## src/hw/rtl/smcd_pkg.sv

```systemverilog
package smcd_pkg;

	localparam int GRID_W = 49;
	localparam int GRID_N = 7;
	localparam int MAT_N  = 5;
	localparam int MAT_W  = MAT_N * MAT_N;
	localparam int ROT_N  = 4;

	typedef logic [MAT_W-1:0] mat_t;
	typedef logic [2:0] row_dist_t;
	typedef logic [MAT_N-1:0][2:0] orient_dist_t;
	typedef logic [4:0] sum_t;

	localparam logic [1:0] STATUS_OK     = 2'd0;
	localparam logic [1:0] STATUS_BORDER = 2'd1;
	localparam logic [1:0] STATUS_DIST   = 2'd2;

	localparam logic [ROT_N-1:0][MAT_N-1:0] CODE_ROWS = {5'h0E, 5'h12, 5'h1D, 5'h01};

	function automatic logic border_white(input logic [GRID_W-1:0] g);
		logic w;
		w = 1'b0;
		for (int y = 0; y < GRID_N; y++) begin
			for (int x = 0; x < GRID_N; x++) begin
				if (y == 0 || y == GRID_N - 1 || x == 0 || x == GRID_N - 1) begin
					w = w | g[y*GRID_N+x];
				end
			end
		end
		return w;
	endfunction

	function automatic mat_t inner_mat(input logic [GRID_W-1:0] g);
		mat_t m;
		for (int y = 0; y < MAT_N; y++) begin
			for (int x = 0; x < MAT_N; x++) begin
				m[y*MAT_N+x] = g[(y+1)*GRID_N+(x+1)];
			end
		end
		return m;
	endfunction

	function automatic mat_t rot_cw(input mat_t m);
		mat_t t;
		for (int i = 0; i < MAT_N; i++) begin
			for (int j = 0; j < MAT_N; j++) begin
				t[i*MAT_N+j] = m[(MAT_N-1-j)*MAT_N+i];
			end
		end
		return t;
	endfunction

	function automatic row_dist_t row_dist(input logic [MAT_N-1:0] r);
		row_dist_t best;
		row_dist_t d;
		logic [MAT_N-1:0] x;
		best = 3'd5;
		for (int p = 0; p < ROT_N; p++) begin
			x = r ^ CODE_ROWS[p];
			d = 3'd0;
			for (int i = 0; i < MAT_N; i++) begin
				d = d + {2'd0, x[i]};
			end
			if (d < best) begin
				best = d;
			end
		end
		return best;
	endfunction

endpackage

```

## src/hw/rtl/smcd_orient_cost.sv

```systemverilog
module smcd_orient_cost (
	input  smcd_pkg::mat_t         mat,
	output smcd_pkg::orient_dist_t cost
);

	always_comb begin
		for (int y = 0; y < smcd_pkg::MAT_N; y++) begin
			cost[y] = smcd_pkg::row_dist(mat[y*smcd_pkg::MAT_N +: smcd_pkg::MAT_N]);
		end
	end

endmodule

```

## src/hw/rtl/square_marker_code_decoder.sv

```systemverilog
// Four register stages (capture, row distances, orientation sums, select and
// id) each hold their own valid bit; an accepted request reaches out_valid
// through them in that order. One request per cycle while out_stall is low.
// A stalled stage holds; bubbles ahead of it still close up.
// Reset (arst_n low, asynchronous) clears all valid bits; payload is not reset.
module square_marker_code_decoder (
	input  logic        clk,
	input  logic        arst_n,
	input  logic        in_valid,
	output logic        in_stall,
	input  logic [48:0] cell_grid,
	output logic        out_valid,
	input  logic        out_stall,
	output logic [1:0]  status,
	output logic [9:0]  marker_id,
	output logic [1:0]  rotation_count,
	output logic [4:0]  min_distance
);

	logic                                            v_s1, v_s2, v_s3;
	logic [smcd_pkg::GRID_W-1:0]                     grid_s1;
	logic                                            border_s2, border_s3;
	smcd_pkg::mat_t                                  inner_s2, inner_s3;
	smcd_pkg::orient_dist_t [smcd_pkg::ROT_N-1:0]    dist_s2;
	smcd_pkg::sum_t [smcd_pkg::ROT_N-1:0]            sum_s3;

	logic rdy1, rdy2, rdy3, rdy4;

	smcd_pkg::mat_t [smcd_pkg::ROT_N-1:0]         rot1;
	smcd_pkg::orient_dist_t [smcd_pkg::ROT_N-1:0] dist1;
	smcd_pkg::sum_t [smcd_pkg::ROT_N-1:0]         sum2;
	smcd_pkg::mat_t [smcd_pkg::ROT_N-1:0]         rot3;

	logic [1:0]           status3;
	logic [9:0]           id3;
	logic [1:0]           best_r3;
	smcd_pkg::sum_t       best_d3;
	smcd_pkg::mat_t       best_m3;

	assign rdy4     = !out_valid || !out_stall;
	assign rdy3     = !v_s3 || rdy4;
	assign rdy2     = !v_s2 || rdy3;
	assign rdy1     = !v_s1 || rdy2;
	assign in_stall = !rdy1;

	always_comb begin
		rot1[0] = smcd_pkg::inner_mat(grid_s1);
		for (int r = 1; r < smcd_pkg::ROT_N; r++) begin
			rot1[r] = smcd_pkg::rot_cw(rot1[r-1]);
		end
	end

	for (genvar r = 0; r < smcd_pkg::ROT_N; r++) begin : g_orient
		smcd_orient_cost u_cost (
			.mat  (rot1[r]),
			.cost (dist1[r])
		);
	end

	always_comb begin
		for (int r = 0; r < smcd_pkg::ROT_N; r++) begin
			sum2[r] = 5'd0;
			for (int y = 0; y < smcd_pkg::MAT_N; y++) begin
				sum2[r] = sum2[r] + {2'd0, dist_s2[r][y]};
			end
		end
	end

	always_comb begin
		rot3[0] = inner_s3;
		for (int r = 1; r < smcd_pkg::ROT_N; r++) begin
			rot3[r] = smcd_pkg::rot_cw(rot3[r-1]);
		end
		best_r3 = 2'd0;
		best_d3 = sum_s3[0];
		best_m3 = rot3[0];
		for (int r = 1; r < smcd_pkg::ROT_N; r++) begin
			if (sum_s3[r] < best_d3) begin
				best_r3 = 2'(r);
				best_d3 = sum_s3[r];
				best_m3 = rot3[r];
			end
		end
		id3 = 10'd0;
		for (int y = 0; y < smcd_pkg::MAT_N; y++) begin
			id3[9-2*y] = best_m3[y*smcd_pkg::MAT_N+1];
			id3[8-2*y] = best_m3[y*smcd_pkg::MAT_N+3];
		end
		if (border_s3) begin
			status3 = smcd_pkg::STATUS_BORDER;
			id3     = 10'd0;
			best_r3 = 2'd0;
			best_d3 = 5'd0;
		end else if (best_d3 == 5'd0) begin
			status3 = smcd_pkg::STATUS_OK;
		end else begin
			status3 = smcd_pkg::STATUS_DIST;
			id3     = 10'd0;
		end
	end

	always_ff @(posedge clk or negedge arst_n) begin
		if (!arst_n) begin
			v_s1      <= 1'b0;
			v_s2      <= 1'b0;
			v_s3      <= 1'b0;
			out_valid <= 1'b0;
		end else begin
			if (rdy1) v_s1 <= in_valid;
			if (rdy2) v_s2 <= v_s1;
			if (rdy3) v_s3 <= v_s2;
			if (rdy4) out_valid <= v_s3;
		end
	end

	always_ff @(posedge clk) begin
		if (rdy1 && in_valid) begin
			grid_s1 <= cell_grid;
		end
		if (rdy2 && v_s1) begin
			border_s2 <= smcd_pkg::border_white(grid_s1);
			inner_s2  <= rot1[0];
			dist_s2   <= dist1;
		end
		if (rdy3 && v_s2) begin
			border_s3 <= border_s2;
			inner_s3  <= inner_s2;
			sum_s3    <= sum2;
		end
		if (rdy4 && v_s3) begin
			status         <= status3;
			marker_id      <= id3;
			rotation_count <= best_r3;
			min_distance   <= best_d3;
		end
	end

	a_border_zero: assert property (@(posedge clk) disable iff (!arst_n)
		out_valid && status == smcd_pkg::STATUS_BORDER |->
			marker_id == 10'd0 && rotation_count == 2'd0 && min_distance == 5'd0)
		else $error("border reject carries nonzero fields");

	a_ok_dist: assert property (@(posedge clk) disable iff (!arst_n)
		out_valid && status == smcd_pkg::STATUS_OK |-> min_distance == 5'd0)
		else $error("decoded marker with nonzero distance");

	a_fail_dist: assert property (@(posedge clk) disable iff (!arst_n)
		out_valid && status == smcd_pkg::STATUS_DIST |->
			marker_id == 10'd0 && min_distance != 5'd0 && min_distance <= 5'd25)
		else $error("distance reject fields inconsistent");

	a_hold_out: assert property (@(posedge clk) disable iff (!arst_n)
		v_s3 && out_valid && out_stall |=> v_s3)
		else $error("stage three dropped while output stalled");

endmodule
```

## config.mk

```make
export PLATFORM = sky130hd
export DESIGN_NAME = square_marker_code_decoder
export DESIGN_NICKNAME = d
export VERILOG_FILES = /design/src/hw/rtl/smcd_pkg.sv /design/src/hw/rtl/smcd_orient_cost.sv /design/src/hw/rtl/square_marker_code_decoder.sv
export SDC_FILE = /design/constraint.sdc
export NUM_CORES = 1
export LEC_CHECK = 0
export BUFFER_PORTS_ARGS = -buffer_cell sky130_fd_sc_hd__buf_4
export CAP_MARGIN = 20
export CORE_MARGIN = 5
export CORE_UTILIZATION = 45
export DETAILED_ROUTE_END_ITERATION = 10
export HOLD_SLACK_MARGIN = 0.1
export PLACE_DENSITY_LB_ADDON = 0.12
export SETUP_SLACK_MARGIN = 0.4
export SLEW_MARGIN = 15
export SYNTH_ARGS = -nofsm -noshare
export SYNTH_HDL_FRONTEND = slang
export SYNTH_SLANG_ARGS = --single-unit
```

## constraint.sdc

```tcl
create_clock -name clk -period 5.38 [get_ports clk]
set_input_delay 1.076 -clock clk [delete_from_list [all_inputs] [get_ports clk]]
set_output_delay 1.076 -clock clk [all_outputs]
set_load 0.01 [all_outputs]
```

==> qor.txt <==
outcome -> completed
ANT cells -> 0
Pleak -> 11.4 nW
commonest non-fill, non-tap cell in the layout -> inv_1
I/O pin count -> 74
cell row count -> 76
Sw Ratio -> 43.4%
distinct cell type count after synthesis -> 50
layout cells sized above 1 -> 32.1%
maximum VDD drop -> 0.000668 V
min Tclk post-route -> 5.19 ns
top cells by area, synth -> edfxtp_1, ha_1, fa_1
clock power share -> 8.5%
Async SR Flop Fraction -> 2.15%
#FFs+latches synth -> 186
fmax -> 193 MHz
vias per cell -> 5.01
Clock Latency Late Sink -> 0.50 ns
Max Root-Sink Buffers -> 2
drc violations -> 0
routed vias -> 14000
CP max FO -> 4
initial antenna violation count -> 0
sequential share of power -> 16.6%
Cells after Synth -> 1885
most frequent cells in the layout -> inv_1, buf_4, ha_1, edfxtp_1, fa_1
Final Hold Fails -> 0
largest net degree at the start of global routing -> 62
clock slew seen by the registers of the worst setup and hold paths -> 0.08 ns
power per cell area -> 639 mW/mm^2
CP Launch Type -> flip-flop
GRT overflow -> 0
crit path kind -> reg2reg
worst clock skew -> 0.0110 ns
layout filler cell count -> 3584
routed len/inst -> 17.1 microns
initial drt markers -> 581
Cell Area, Synth -> 0.0194 sq mm
post-route ant nets -> 0
Max-Cap Viols -> 0
die area -> 0.0474 sq mm
top cell type by total area after synthesis -> edfxtp_1
HPWL after DPL -> 37100 microns
Total Nets Final -> 2761
GRT Overall Usage -> 20.3%
Post-synth EDFFs -> 182
Area Overhead vs Synth -> 30.2%
initial cell density of the core -> 45.3%
Worst Path Required -> 5.63 ns
internal power -> 9.14 mW
worst-path cell chain -> clkinvlp_4 > buf_12 > ha_4 > inv_6 > fa_1 > inv_1 > ha_2 > fa_1 > nand2_2 > ha_4 > o21ai_2 > a21oi_2 > nor2_2 > o21a_1 > ha_4 > nor2b_4 > o21ai_2 > nand2_1 > mux2_4 > ha_4 > or2_4 > a21oi_2 > a21oi_2 > mux2_4
PortBufs -> 73
Synth Warn # -> 0
root buffer cell -> clkbuf_16
WP data arrival -> 5.44 ns
Combinational Power Share -> 75.0%
vias in the first global route -> 14500
DR pass1 iterations -> 5
Critical Path Max Stage Delay -> 0.55 ns
Synth Flop Type -> edfxtp_1
Num CTS Buffers -> 17
Setup Viol. Count Final -> 0
Setup TNS -> 0 ns
Final GP Congestion -> 0.828
Placed Cells -> 2571
chip height -> 218 microns
Critical Path End Type -> flip-flop
first-pass GRT wire length -> 74500 microns
period utilization -> 96.4%
H-tree Lvls -> 4
Slew @ Worst Pin -> 1.03 ns
Post-Layout Cell Count -> 2801
DIE WIDTH -> 218 microns
register area share after synthesis -> 28.7%
Mapped Avg Cell Area -> 10.3 sq um
WL final -> 47900 microns
Psw -> 7.02 mW
max-slew violation count -> 0
HP Class -> in2async
core box area -> 0.0429 sq mm
post-synth top area share -> 28.1%
CP dominant cell by count -> ha_4
Crit-path slowest cell -> fa_1
RSZ-0062 raised after global routing -> yes
Relative slew margins -> 31.0%
CTS Hold Bufs -> 0
Sink Count -> 186
syn nets -> 2443
TritonCTS clock tree -> built
flip-flops by register name, summed over array words and instances (netlist names), 2 cells and up:
signal          cells
rotation_count      2
min_distance        5
inner_s3           16
marker_id          10
inner_s2           16
sum_s3             20
status              2
dist_s2            60
grid_s1            49
metrics by stage:
step | area (sq um) | power, mW | hold WS [ns] | util [%] | worst slack, ns
floorplan | 20000 | 9.85 | 0.400 | - | 0.166
global placement | 21600 | 11.8 | 0.401 | 50.3 | 0.154
detailed placement | 21600 | 12.1 | 0.412 | 50.3 | 0.0327
CTS | 23800 | 14.7 | 0.326 | 55.4 | 0.251
global route | 25300 | 17.7 | 0.334 | 59.0 | 0.0187
finish | 25300 | 16.2 | 0.366 | 59.0 | 0.194
cell families (layout without fill, tap and decap cells):
| logic type | after synthesis | in the layout | share of synthesized area, % |
|---|---|---|---|
| AOI/OAI and AO/OA | 312 | 312 | 9.46 |
| DFF | 186 | 186 | 28.7 |
| adders and majority gates | 505 | 505 | 40.0 |
| muxes | 82 | 82 | 4.51 |
| xor gates and xnor gates | 8 | 8 | 0.361 |
| and+or+nand+nor | 354 | 354 | 8.52 |
| buffers and inverters | 438 | 769 | 8.54 |
worst paths after layout:
kind	depth (start not counted)	start	end	slack (ns)
setup / recovery	24	grid_s1[22]	dist_s2[6]	0.19
hold / removal	1	arst_n	out_valid	0.37
setup reg to reg	24	grid_s1[22]	dist_s2[6]	0.19
hold reg to reg	0	inner_s2[16]	inner_s3[16]	0.43
max in group asynchronous	1	arst_n	v_s2	4.92
min in group clk	0	inner_s2[16]	inner_s3[16]	0.43
repair_timing:
item	in CTS	in global routing
endpoints found under the setup margin	54	60
pin swaps	162	181
cloned	0	1
buffers inserted	119	78
resized for setup	149	180
cells in the mapped netlist (all sizes together), types with 5 or more instances:
library cell  number
a211oi            13
a21o               5
a21oi            150
buf                5
clkbuf            23
edfxtp           182
fa               192
ha               313
inv              410
mux2              38
mux2i             44
nand2             55
nand2b             8
nor2             168
nor2b             36
nor3              51
nor4               7
o21a              20
o21ai             66
o21bai            20
o31ai             24
o41ai              6
or2               13
or3                6
xnor2              8
critical path: cells and delay by family (launching register included):
family / cells / cell delay, ns
adders and majority gates: 7 / 2.25
AOI/OAI and AO/OA: 6 / 0.67
muxes: 2 / 0.64
and+or+nand+nor: 5 / 0.60
DFF: 1 / 0.41
buffers and inverters: 4 / 0.38
cell type report:
class / instances / area (sq um) / share of cell area (%)
clock buffer: 18 / 429 / 1.70
clock inverter: 14 / 184 / 0.727
inverter: 410 / 1650 / 6.51
multi-input combinational: 1261 / 14100 / 55.6
sequential: 186 / 5570 / 22.0
tap: 585 / 732 / 2.89
timing repair buffer: 327 / 2660 / 10.5
power by group through the flow:
stage / Clock, mW / Sequential, mW / Combinational, mW
floorplan: 0 / 2.61 / 7.24
finish: 1.37 / 2.68 / 12.1
CTS: 1.41 / 2.68 / 10.6
global placement: 0 / 2.71 / 9.06
global route: 1.46 / 2.72 / 13.6
detailed placement: 0 / 2.71 / 9.41
routing by layer:
| metal | vias up | global-route usage, % | wire [microns] |
|---|---|---|---|
| met5 | - | 0 | 0 |
| met4 | 0 | 7.49 | 1520 |
| met3 | 71 | 3.64 | 1640 |
| met2 | 178 | 34.0 | 23500 |
| met1 | 6881 | 26.6 | 21300 |
| li1 | 6890 | - | - |
(Power assumes the default switching activity.)
